$ cat src/design/mphs_pkg.sv
// package for the max pairwise horizontal separation block
// holds widths, status codes, controller states and the command/status structs
// no dependencies
`default_nettype none

package mphs_pkg;

  // default capacity of the point store
  localparam int unsigned MAX_SUBSETS_DEF = 16;

  // fixed field widths
  localparam int unsigned COORD_W = 32;
  localparam int unsigned SEP_W   = 33;
  localparam int unsigned SQ_W    = 66;
  localparam int unsigned ROOT_W  = 34;
  localparam int unsigned STAT_W  = 2;

  // result status codes
  typedef enum logic [STAT_W-1:0] {
    STATUS_OK       = 2'd0,
    STATUS_FEW      = 2'd1,
    STATUS_OVERFLOW = 2'd2
  } status_e;

  // controller states
  typedef enum logic [2:0] {
    S_IDLE,
    S_COMPARE,
    S_DRAIN,
    S_STORE,
    S_FINISH,
    S_ROOT,
    S_OUT
  } ctrl_state_e;

  // commands from controller to datapath
  typedef struct packed {
    logic cap_in;
    logic rd_en;
    logic wr_en;
    logic clr_max;
    logic sqrt_start;
    logic load_out;
  } dp_cmd_t;

  // status from datapath to controller
  typedef struct packed {
    logic pipe_busy;
    logic sqrt_busy;
  } dp_sts_t;

endpackage : mphs_pkg

`default_nettype wire

$ cat src/design/mphs_ctrl.sv
// controller: epoch bookkeeping, compare sequencing and output handshake
// depends on mphs_pkg
`default_nettype none

module mphs_ctrl #(
  parameter int unsigned MAX_SUBSETS = mphs_pkg::MAX_SUBSETS_DEF,
  parameter int unsigned AW          = $clog2(MAX_SUBSETS),
  parameter int unsigned CW          = $clog2(MAX_SUBSETS + 1)
) (
  input  wire logic                         clk_i,
  input  wire logic                         rst_ni,
  input  wire logic                         in_valid_i,
  output logic                              in_stall_o,
  input  wire logic                         last_subset_i,
  output logic                              out_valid_o,
  input  wire logic                         out_stall_i,
  output mphs_pkg::dp_cmd_t                 cmd_o,
  input  wire mphs_pkg::dp_sts_t            sts_i,
  output logic [AW-1:0]                     rd_addr_o,
  output logic [AW-1:0]                     wr_addr_o,
  output logic [mphs_pkg::STAT_W-1:0]       out_status_o
);
  import mphs_pkg::*;

  ctrl_state_e state_q, state_d;
  logic [CW-1:0] cnt_q, cnt_d;
  logic [CW-1:0] idx_q, idx_d;
  logic          last_q, last_d;
  logic          ovf_q, ovf_d;
  status_e       stat_q, stat_d;
  logic          out_valid_q, out_valid_d;
  logic          full;

  assign full = (cnt_q == CW'(MAX_SUBSETS));

  // next state and commands
  always_comb begin
    state_d = state_q;
    cnt_d   = cnt_q;
    idx_d   = idx_q;
    last_d  = last_q;
    ovf_d   = ovf_q;
    stat_d  = stat_q;
    cmd_o   = '0;
    unique case (state_q)
      S_IDLE: begin
        if (in_valid_i) begin
          cmd_o.cap_in = 1'b1;
          last_d       = last_subset_i;
          if (full) begin
            ovf_d   = 1'b1;
            state_d = last_subset_i ? S_FINISH : S_IDLE;
          end else begin
            idx_d   = '0;
            state_d = S_COMPARE;
          end
        end
      end
      S_COMPARE: begin
        if (idx_q == cnt_q) begin
          state_d = S_DRAIN;
        end else begin
          cmd_o.rd_en = 1'b1;
          idx_d       = idx_q + 1'b1;
        end
      end
      S_DRAIN: begin
        if (!sts_i.pipe_busy) begin
          state_d = S_STORE;
        end
      end
      S_STORE: begin
        cmd_o.wr_en = 1'b1;
        cnt_d       = cnt_q + 1'b1;
        state_d     = last_q ? S_FINISH : S_IDLE;
      end
      S_FINISH: begin
        cmd_o.sqrt_start = 1'b1;
        cmd_o.clr_max    = 1'b1;
        if (cnt_q < CW'(2)) begin
          stat_d = STATUS_FEW;
        end else if (ovf_q) begin
          stat_d = STATUS_OVERFLOW;
        end else begin
          stat_d = STATUS_OK;
        end
        cnt_d   = '0;
        ovf_d   = 1'b0;
        state_d = S_ROOT;
      end
      S_ROOT: begin
        if (!sts_i.sqrt_busy) begin
          state_d = S_OUT;
        end
      end
      S_OUT: begin
        if (!out_valid_q || !out_stall_i) begin
          cmd_o.load_out = 1'b1;
          state_d        = S_IDLE;
        end
      end
      default: begin
        state_d = S_IDLE;
      end
    endcase
    out_valid_d = cmd_o.load_out | (out_valid_q & out_stall_i);
  end

  // state and counters
  always_ff @(posedge clk_i or negedge rst_ni) begin
    if (!rst_ni) begin
      state_q     <= S_IDLE;
      cnt_q       <= '0;
      idx_q       <= '0;
      last_q      <= 1'b0;
      ovf_q       <= 1'b0;
      stat_q      <= STATUS_OK;
      out_valid_q <= 1'b0;
    end else begin
      state_q     <= state_d;
      cnt_q       <= cnt_d;
      idx_q       <= idx_d;
      last_q      <= last_d;
      ovf_q       <= ovf_d;
      stat_q      <= stat_d;
      out_valid_q <= out_valid_d;
    end
  end

  assign in_stall_o   = (state_q != S_IDLE);
  assign out_valid_o  = out_valid_q;
  assign rd_addr_o    = idx_q[AW-1:0];
  assign wr_addr_o    = cnt_q[AW-1:0];
  assign out_status_o = stat_q;

`ifndef NO_ASSERTIONS
  // point count never passes the store capacity
  a_cnt_bound: assert property (@(posedge clk_i) disable iff (!rst_ni)
    cnt_q <= CW'(MAX_SUBSETS))
    else $error("point count beyond capacity");

  // a read only addresses a stored point
  a_rd_addr: assert property (@(posedge clk_i) disable iff (!rst_ni)
    cmd_o.rd_en |-> (idx_q < cnt_q))
    else $error("read of an unstored point");

  // the store is written only after all compares have retired
  a_wr_drained: assert property (@(posedge clk_i) disable iff (!rst_ni)
    cmd_o.wr_en |-> (!sts_i.pipe_busy && !full))
    else $error("point written while compares in flight or store full");

  // a new result never overwrites one still waiting
  a_no_overwrite: assert property (@(posedge clk_i) disable iff (!rst_ni)
    cmd_o.load_out |-> (!out_valid_q || !out_stall_i))
    else $error("result overwritten while stalled");

  // the root unit is busy right after a start
  a_root_run: assert property (@(posedge clk_i) disable iff (!rst_ni)
    cmd_o.sqrt_start |=> sts_i.sqrt_busy)
    else $error("root unit did not start");
`endif

endmodule : mphs_ctrl

`default_nettype wire

$ cat config.mk
export PLATFORM = sky130hd
export DESIGN_NAME = mphs_ctrl
export DESIGN_NICKNAME = d
export VERILOG_FILES = /design/src/design/mphs_pkg.sv /design/src/design/mphs_ctrl.sv
export SDC_FILE = /design/constraint.sdc
export NUM_CORES = 1
export LEC_CHECK = 0
export BUFFER_PORTS_ARGS = -buffer_cell sky130_fd_sc_hd__buf_2
export CAP_MARGIN = 0
export CORE_MARGIN = 4
export CORE_UTILIZATION = 30
export DETAILED_ROUTE_END_ITERATION = 10
export HOLD_SLACK_MARGIN = 0.06
export SYNTH_ARGS = -nofsm -noshare
export SYNTH_HDL_FRONTEND = slang
export SYNTH_SLANG_ARGS = --single-unit
$ cat constraint.sdc
create_clock -name clk_i -period 4.9 [get_ports clk_i]
set_clock_uncertainty 0.2 [all_clocks]
set_input_delay 0.49 -clock clk_i [delete_from_list [all_inputs] [get_ports clk_i]]
set_output_delay 0.49 -clock clk_i [all_outputs]
set_load 0.05 [all_outputs]
Word-level counts from Yosys, hierarchy flattened. Index checks and enable logic that the tools add are counted.

Register bits after elaboration: 18. Input bits: 7. Logic and storage cells: 67. Output and inout bits: 18.

Equal/unequal tests: 16. Bitwise logic cells: 2. Mux-type cells: 27. Order comparisons: 1. Add/sub/neg operators: 2. Reductions and logical operators: 12.

Operator list (count): 3-bit two-way mux (8); 3-bit one-hot mux with 7 select lines (1); 5-bit one-hot mux with 2 select lines (2); 2-bit != test, second input constant (8); 5-bit two-way mux (3); 5-bit by 1-bit adder with 5-bit output, second input constant (2); 3-bit equality test, second input constant (3); 1-bit two-way mux (9); 3-bit by 2-bit equality test with 1-bit output, second input constant (2); 2-bit two-way mux (3); 2-bit nonzero test (3); 5-bit equality test (1); 5-bit equality test, second input constant (1); 5-bit by 2-bit < comparator with 1-bit output, second input constant (1); 5-bit AND reduction (1); 4-bit AND reduction (1); 3-bit by 1-bit equality test with 1-bit output, second input constant (1); 3-bit logical NOT (1); 3-bit AND reduction (1); 3-bit nonzero test (1); 1-bit logical NOT (2); 1-bit one-hot mux with 2 select lines (1); 2-bit AND reduction (1); 1-bit AND (1); 2 further kinds (2).

Longest topological paths before layout. Gate-level depths: netlist of the first run.

Depth in word-level cells: 5. Gate-level depth with buffers: 6. Gate-level depth less buffers: 6.

Least setup slack after synthesis of the first run. Ideal clock, no wire load.

Path type: register to output. Start point: register state_q[1]. End point: output cmd_o[2] (netlist name). Arrival: 1520 ps. Required time: 4210 ps. Cell stages (with the launch flop): 6. Buffers on the path: 2. Path slack: 2690 ps. Cells stage by stage: dfrtp_1 > buf_4 > nor2_1 > nand2_1 > inv_1 > buf_4.

RTL lines: start: declaration (line mphs_ctrl.sv:25) `ctrl_state_e state_q, state_d;`; start signal: assignment (line mphs_ctrl.sv:120) `state_q <= state_d;`; end: declaration (line mphs_ctrl.sv:17) `output mphs_pkg::dp_cmd_t cmd_o,`.

==> flow_summary.ini, run 1 <==
[layout]
area.sequential_sq_um = 450
multiInputGateArea_sq_um = 586
antenna_cells = 0
final_core_util_pct = 35.7
area_delta_synth_final_pct = 13.4
n_fill_cell = 406
layout-drive-gt1-share_pct = 25.9
fin_nets = 154

[route]
drt-initial-drc-count = 71
dr.pass1.iters = 4
finalWirelength_microns = 2380
drtAntennaViolNets = 0
vias_per_cell = 4.87
drc = 0
vias = 931
post_drt_wl_per_cell_microns = 12.5

[synthesis]
ys.flop_type = dfrtp_1
synth_top_area_share_pct = 38.5
synth_most_common_cell = dfrtp_1
netlist_area_sq_um = 1170
yosysTopAreaCell = dfrtp_1
synth_area_per_cell_sq_um = 9.21
ys_ff_latch = 18
synth-edff-count = 0
syn_inst = 127
synth_area_leaders = dfrtp_1, buf_4, inv_1
ys_top_cells_by_count = dfrtp_1, inv_1, buf_4, nor2_1, nand2_1
yosysWarnings = 0
synth.net_count = 137
async_flop_share_pct = 100
yosysSeqAreaShare_pct = 38.5
yosysUniqueCellTypes = 40

[power]
p_leak_nw = 0.638
p_total_mw = 0.947
peakVddDrop_v = 0.000233
powerDensity_nw_per_um2 = 714

[placement]
dpl.hpwl_microns = 1780
gp_congestion = 0.811
post-place-ws_ns = 2.54
io_buffers = 24

[sta]
setup_tns_ns = 0
finalMaxSlewViolations = 0
rsz0062_at_grt = no
final.period_utilization_pct = 54.0
hold_slack_ns = 0.274
max_slew_margin_pct = 67.2
fin_ws_ns = 2.26
worstMarginPinSlew_ns = 0.492
hold_violations = 0
setup_viol = 0
period_needed_ns = 2.64
max_freq_ghz = 0.378

[global_routing]
grt_overflow_total = 0
grt_pass1_wl_microns = 4130
grt_max_degree = 19
grt_usage_pct = 10.2
antenna_found_initial = 0
grt_pass1_vias = 886

[floorplan]
design.core.area_sq_um = 3720
die_area_sq_um = 4960
ios = 25
row_count = 22
die_h_microns = 70.4
die_w_microns = 70.4
floorplan.initialDensity_pct = 31.5

[critical_path]
crit_type = reg -> out
worstSetupStartpointType = flip-flop
crit_required_ns = 4.21
arrival_ns = 1.95
reg2reg_from = cnt_q[1]$_DFFE_PN0P_
worst-path-max-fanout = 9
r2r-end = idx_q[1]$_DFFE_PN0P_
worstSetupEndpointType = output port
rr_worst_depth = 6
r2r_slack_ns = 2.90

[min_path]
hp-start = out_status_o[0]$_DFFE_PN0N_
whs_endpoint = out_status_o[0]$_DFFE_PN0N_
hold_class = reg -> reg
holdPathStages = 2

[clock_tree]
post_cts_buffers = 0
cts.repair.resized = 0
htreeDepth = 1
clkSinkCount = 18
cts_buffers = 3
clkLatencyLatePin_ns = 0.25
cts_buffer_depth = 2
cts_tree = done
clockRootBuffer = clkbuf_8
clk_pin_slew_ns = 0.07
hold_buffers = 1

[status]
outcome = complete, no violations

[flow_run]
maxCapViolCount = 0
==> metal layers <==
metal	GRT usage (%)	routed length, microns
met1	12.8	1050
met2	16.0	1120
met3	3.17	191
met4	4.47	14
met5	0	0
==> registers in the layout, summed over array words and instances, names as in the netlist <==
name / flops
out_valid_o: 1
ovf_q: 1
out_status_o: 2
state_q: 3
last_q: 1
cnt_q: 5
idx_q: 5
==> cells in the final DEF (no fill, tap or decap), drive strengths merged, types with 2 or more instances in the layout <==
cell / instances
a2111oi: 2
a21oi: 6
and2: 2
buf: 24
clkbuf: 4
dfrtp: 18
ha: 3
inv: 12
mux2: 2
mux2i: 2
nand2: 9
nand2b: 2
nand3: 7
nand4: 2
nor2: 10
nor3: 3
o211ai: 5
o21ai: 6
xnor2: 5
xor2: 3
==> layout make-up <==
class | instances | share of cell area, %
inverter | 12 | 3.40
tap | 48 | 4.53
multi-input combinational | 84 | 44.2
sequential | 18 | 34.0
timing repair buffer | 25 | 9.81
clock buffer | 4 | 4.15
==> how the worst max path moves through the flow <==
stage	from	end	slack [ns]	cells past startpoint
floorplan	state_q[1]$_DFFE_PN0P_	cmd_o[2]	2.69	5
finish	state_q[0]$_DFFE_PN0P_	cmd_o[4]	2.26	5
global placement	state_q[0]$_DFFE_PN0P_	cmd_o[4]	2.64	5
CTS	state_q[0]$_DFFE_PN0P_	cmd_o[4]	2.24	5
global route	state_q[0]$_DFFE_PN0P_	cmd_o[4]	2.07	5
detailed placement	state_q[0]$_DFFE_PN0P_	cmd_o[4]	2.54	5
==> per-stage QoR <==
step / cells / instance area [sq um]
floorplan: 127 / 1170
global placement: 186 / 1260
detailed placement: 186 / 1260
CTS: 191 / 1330
global route: 191 / 1330
finish: 191 / 1330
==> worst max-delay path, cell delays in order, from the launching register on <==
cell and delay (ns):
dfrtp_1 0.48, inv_1 0.15, nor3_2 0.45, o21ai_0 0.26
inv_1 0.10, buf_2 0.26
==> where the power goes <==
group | total (mW) | leakage (nW) | switching [mW] | internal, mW
Clock | 0.122 | 0.0288 | 0.0506 | 0.0714
Sequential | 0.279 | 0.240 | 0.0814 | 0.197
Combinational | 0.546 | 0.370 | 0.372 | 0.174
==> logic make-up after synthesis <==
logic type | after synthesis | share of synthesized area, %
DFF | 18 | 38.5
xor gates and xnor gates | 8 | 5.99
and+or+nand+nor | 43 | 20.7
AOI/OAI and AO/OA | 26 | 16.5
muxes | 4 | 3.64
adders and majority gates | 3 | 3.21
buffers and inverters | 25 | 11.4
Note: power is estimated with default switching activity, not from simulation.
==> run 2, diff against run 1 <==
clock period = 2.2 ns   (was 4.9 ns; I/O delays follow)
==> run 2 against run 1 <==
- cell count up 2.6%
- clock-buffer cell count did not move
- critical path type unchanged
- die area unchanged
- critical path depth is the same
- first-iteration DRC count decreased by 34%
==> flow_summary.ini, run 2 (synthesis gave the netlist of run 1 again) <==
[status]
outcome = complete, no violations

[layout]
multiInputGateArea_sq_um = 586
area_delta_synth_final_pct = 17.0
largest_registers = cnt_q: 5 flops, idx_q: 5 flops, state_q: 3 flops
fin_nets = 159
n_fill_cell = 386
instances_no_fill = 196
mostFrequentLayoutCells = buf_2, dfrtp_1, inv_1, nor2_1, nand2_1
area.sequential_sq_um = 450
layout.cells.most_common = buf_2
antenna_cells = 0
layout-drive-gt1-share_pct = 27.7
final_core_util_pct = 36.8

[critical_path]
reg2reg_from = cnt_q[1]$_DFFE_PN0P_
rr_worst_depth = 6
crit_required_ns = 1.78
crit_chain = xnor2_1 > nand2_1 > o21ai_0 > inv_1 > buf_2
worstSetupEndpointType = output port
r2r_slack_ns = 0.22
worst-path-max-fanout = 7
worstSetupStartpointType = flip-flop
arrival_ns = 1.65
r2r-end = idx_q[1]$_DFFE_PN0P_
crit_type = reg -> out
cpMaxStageDelayCell = dfrtp_1
max_stage_delay_ns = 0.49

[global_routing]
grt_max_degree = 19
grt_usage_pct = 10.3
antenna_found_initial = 0
grt_pass1_vias = 867
grt_overflow_total = 0
grt_pass1_wl_microns = 4110

[route]
drc = 0
post_drt_wl_per_cell_microns = 12.6
route.met3.wl_microns = 126
met1_length_microns = 1130
drtAntennaViolNets = 0
vias = 951
drt-initial-drc-count = 47
dr.pass1.iters = 4
vias_per_cell = 4.85
finalWirelength_microns = 2470
maxUsedRoutingLayer = met3
dr_wl_met2_microns = 1210

[sta]
max_freq_ghz = 0.482
rsz0062_at_grt = no
period_needed_ns = 2.07
finalMaxSlewViolations = 0
hold_violations = 0
final.period_utilization_pct = 94.3
setup_viol = 0
worstMarginPinSlew_ns = 0.472
setup_tns_ns = 0
max_slew_margin_pct = 68.5

[clock_tree]
clk_pin_slew_ns = 0.07
cts_tree = done
cts_buffers = 3
post_cts_buffers = 0
clockRootBuffer = clkbuf_8
cts_buffer_depth = 2
htreeDepth = 1
clkSinkCount = 18
clkLatencyLatePin_ns = 0.25

[min_path]
whs_endpoint = ovf_q$_DFFE_PN0P_
hp-start = in_valid_i
hold_class = in -> reg
holdPathStages = 3

[power]
power_switching_mw = 1.14
p_total_mw = 2.18
powerDensity_nw_per_um2 = 1600
peakVddDrop_v = 0.000406
p_clk_share_pct = 12.2
swShare_pct = 52.4
p_int_mw = 1.04
p_leak_nw = 0.659
p_seq_share_pct = 28.2
comb_power_share_pct = 59.6

[floorplan]
design.core.area_sq_um = 3720
ios = 25
die_area_sq_um = 4960
die_h_microns = 70.4
floorplan.initialDensity_pct = 31.5
die_w_microns = 70.4
row_count = 22

[placement]
numPlacedInstances = 189
io_buffers = 24
dpl.hpwl_microns = 1830
gp_congestion = 0.801

[flow_run]
maxCapViolCount = 0
run 2: changes by cell type in the layout (fill, tap and decap cells not counted):
cell	delta
buf_4	+3
dlygate4sd3_1	+2
inv_1	-1
inv_2	+1
run 2: how the worst max path moves through the flow:
stage                     cells past startpoint                    from              endpoint
after floorplan                               5  state_q[1]$_DFFE_PN0P_              cmd_o[2]
after global placement                        6    cnt_q[0]$_DFFE_PN0P_  idx_q[1]$_DFFE_PN0P_
after detailed placement                      6    cnt_q[0]$_DFFE_PN0P_  idx_q[1]$_DFFE_PN0P_
after CTS                                     4  state_q[1]$_DFFE_PN0P_              cmd_o[2]
after global routing                          5    cnt_q[2]$_DFFE_PN0P_              cmd_o[4]
final                                         5    cnt_q[2]$_DFFE_PN0P_              cmd_o[4]
run 2: area by class of cell:
| class | count | area share [%] |
|---|---|---|
| Multi-Input combinational cell | 84 | 42.8 |
| Timing Repair Buffer | 30 | 12.6 |
| Clock buffer | 4 | 4.02 |
| Sequential cell | 18 | 32.9 |
| Tap cell | 48 | 4.39 |
| Inverter | 12 | 3.29 |
run 2: what timing repair did:
item / CTS / global route
endpoints found under the setup margin: 0 / 2
endpoints found under the hold margin: 20 / 0
gates resized for setup: 0 / 1
hold buffers: 3 / 0
run 2: routing by layer:
metal  global-route usage [%]  up-vias
met1                     13.2      452
met2                     16.6       19
li1                         -      480
met5                        0        -
met3                     2.01        0
met4                     4.47        0
run 2: per-stage QoR:
step	area (sq um)	worst slack, ns	hold slack [ns]
after global placement	1280	0.267	-0.0276
after global routing	1370	0.00443	0.0710
after detailed placement	1280	0.215	-0.0236
after floorplan	1170	0.260	-0.276
after CTS	1370	0.0926	0.0615
final	1370	0.126	0.0639
run 2: power groups by stage:
stage               combinational, mW  clock, mW  sequential, mW
detailed placement               1.30          0           0.625
finish                           1.30      0.267           0.617
floorplan                        1.05          0           0.618
CTS                              1.32      0.276           0.619
global placement                 1.28          0           0.622
global route                     1.40      0.296           0.643
run 2: critical path, delay by kind of cell (launching register included):
kind / cells / cell delay [ns]
AO/OA/AOI/OAI: 1 / 0.27
XOR/XNOR: 1 / 0.19
AND/OR/NAND/NOR: 1 / 0.18
buffers and inverters: 2 / 0.27
flip-flops: 1 / 0.49
==> run 3, diff against run 2 <==
CORE_UTILIZATION = 48   (was 30)
PLACE_DENSITY = 0.74   (was unset)
==> run 3 against run 2 <==
- flip-flop and latch count unchanged
- die area fell by 34%
- register-to-register slack worse by 0.02 ns
- setup slack gained 0.011 ns
- cell count is 9.7% lower
- non-clock buffer count up 1
- clock-buffer cell count unchanged
- first-iteration DRC count decreased by 57%
- sequential share of layout area grew 0.70 points
- sequential power increased by 2%
==> flow_summary.ini, run 3 (synthesis gave the netlist of run 1 again) <==
[status]
outcome = complete, no violations

[sta]
period_needed_ns = 2.06
final.period_utilization_pct = 93.7
setup_tns_ns = 0
max_slew_margin_pct = 70.6
max_freq_ghz = 0.485
setup_viol = 0
worstMarginPinSlew_ns = 0.441
finalMaxSlewViolations = 0
hold_violations = 0

[layout]
area_delta_synth_final_pct = 15.8
mostFrequentLayoutCells = buf_2, dfrtp_1, inv_1, nor2_1, nand2_1
layout-drive-gt1-share_pct = 30.2
antenna_cells = 0
layout.cells.most_common = buf_2
largest_registers = cnt_q: 5 flops, idx_q: 5 flops, state_q: 3 flops
instances_no_fill = 177
n_fill_cell = 204
final_core_util_pct = 59.5
fin_nets = 160

[route]
vias = 954
drtAntennaViolNets = 0
drc = 0
post_drt_wl_per_cell_microns = 13.8
vias_per_cell = 5.39
finalWirelength_microns = 2440
drt-initial-drc-count = 20
dr.pass1.iters = 4

[clock_tree]
cts_buffers = 3
cts_tree = done
clkSinkCount = 18
cts_buffer_depth = 2
htreeDepth = 1
clkLatencyLatePin_ns = 0.29
clk_pin_slew_ns = 0.11
clockRootBuffer = clkbuf_4

[floorplan]
die_w_microns = 57.4
row_count = 17
die_h_microns = 57.4
ios = 25
floorplan.initialDensity_pct = 51.4
die_area_sq_um = 3290
design.core.area_sq_um = 2280

[critical_path]
crit_required_ns = 1.78
worstSetupStartpointType = flip-flop
crit_path_start = state_q[1]$_DFFE_PN0P_
crit_type = reg -> out
cpMaxStageDelayCell = dfrtp_2
cp_num_buf_inv = 2
crit_chain = nor2_1 > nand2_1 > inv_1 > clkbuf_4
crit_family = flip-flops
worst-path-max-fanout = 14
max_stage_delay_ns = 0.52
worstSetupEndpointType = output port
arrival_ns = 1.64
reg2reg_from = cnt_q[0]$_DFFE_PN0P_

[flow_run]
maxCapViolCount = 0

[global_routing]
grt_usage_pct = 15.5
grt_overflow_total = 0
antenna_found_initial = 0
grt_max_degree = 19
grt_pass1_vias = 895
grt_pass1_wl_microns = 4100

[power]
peakVddDrop_v = 0.000898
powerDensity_nw_per_um2 = 1570
p_leak_nw = 0.652
p_total_mw = 2.13

[placement]
dpl.hpwl_microns = 1760
gp_congestion = 0.764
io_buffers = 24
numPlacedInstances = 168

[min_path]
hold_class = in -> async
run 3: cell types whose count changed in the layout (fill, tap and decap cells not counted), moves of 2 or more:
| cell | previous run | this run |
|---|---|---|
| buf_2 | 24 | 22 |
| clkbuf_8 | 4 | 1 |
| dfrtp_2 | 0 | 4 |
| clkbuf_4 | 0 | 5 |
| dfrtp_1 | 18 | 14 |
| dlygate4sd3_1 | 3 | 5 |
run 3: layout make-up:
type	count	area, sq um	area share, %
Inverter	12	45.0	3.32
Timing Repair Buffer	31	190	14.0
Sequential cell	18	455	33.6
Tap cell	28	35.0	2.59
Multi-Input combinational cell	84	593	43.8
Clock buffer	4	36.3	2.68
run 3: report_power, final:
part / switching, mW / internal, mW
logic: 0.855 / 0.432
registers: 0.186 / 0.444
clock network: 0.109 / 0.101
run 3: stage by stage:
stage / instance area [sq um] / worst slack, ns / hold slack [ns]
after floorplan: 1170 / 0.260 / -0.276
after global placement: 1250 / 0.268 / -0.0299
after detailed placement: 1250 / 0.206 / -0.0100
after CTS: 1340 / 0.0154 / 0.182
after global routing: 1360 / -0.000169 / 0.202
final: 1360 / 0.138 / 0.185
run 3: worst register-to-register path, delay by kind of cell (launching register included):
family                   cells  cell delay, ns
AO/OA/AOI/OAI                2            0.66
flip-flops                   1            0.46
adder cells (fa/ha/maj)      1            0.19
AND/OR/NAND/NOR              1            0.18
multiplexers                 1            0.18
buffers and inverters        1            0.07
run 3: worst paths after layout:
path / cells after the start / slack, ns / end
max: 4 / 0.14 / cmd_o[1]
min: 2 / 0.18 / out_valid_o$_DFF_PN0_
min reg2reg: 2 / 0.29 / out_status_o[0]$_DFFE_PN0N_
min in group clk_i: 5 / 0.18 / state_q[2]$_DFFE_PN0P_
max in group asynchronous: 2 / 1.29 / cnt_q[2]$_DFFE_PN0P_
max reg2reg: 6 / 0.20 / idx_q[1]$_DFFE_PN0P_
run 3: timing repair:
item / 4_1_cts / 5_1_grt
endpoints found under the setup margin: 0 / 4
hold endpoints to repair: 23 / 0
setup buffers: 0 / 0
resized for setup: 0 / 9
hold buffers: 5 / 0
run 3: metal layers:
metal,track usage (%),wire length (microns),vias to the layer above
li1,-,-,476
met1,21.7,1150,460
met2,23.9,1170,16
met3,2.71,95,2
met4,5.30,23,0
met5,0,0,-
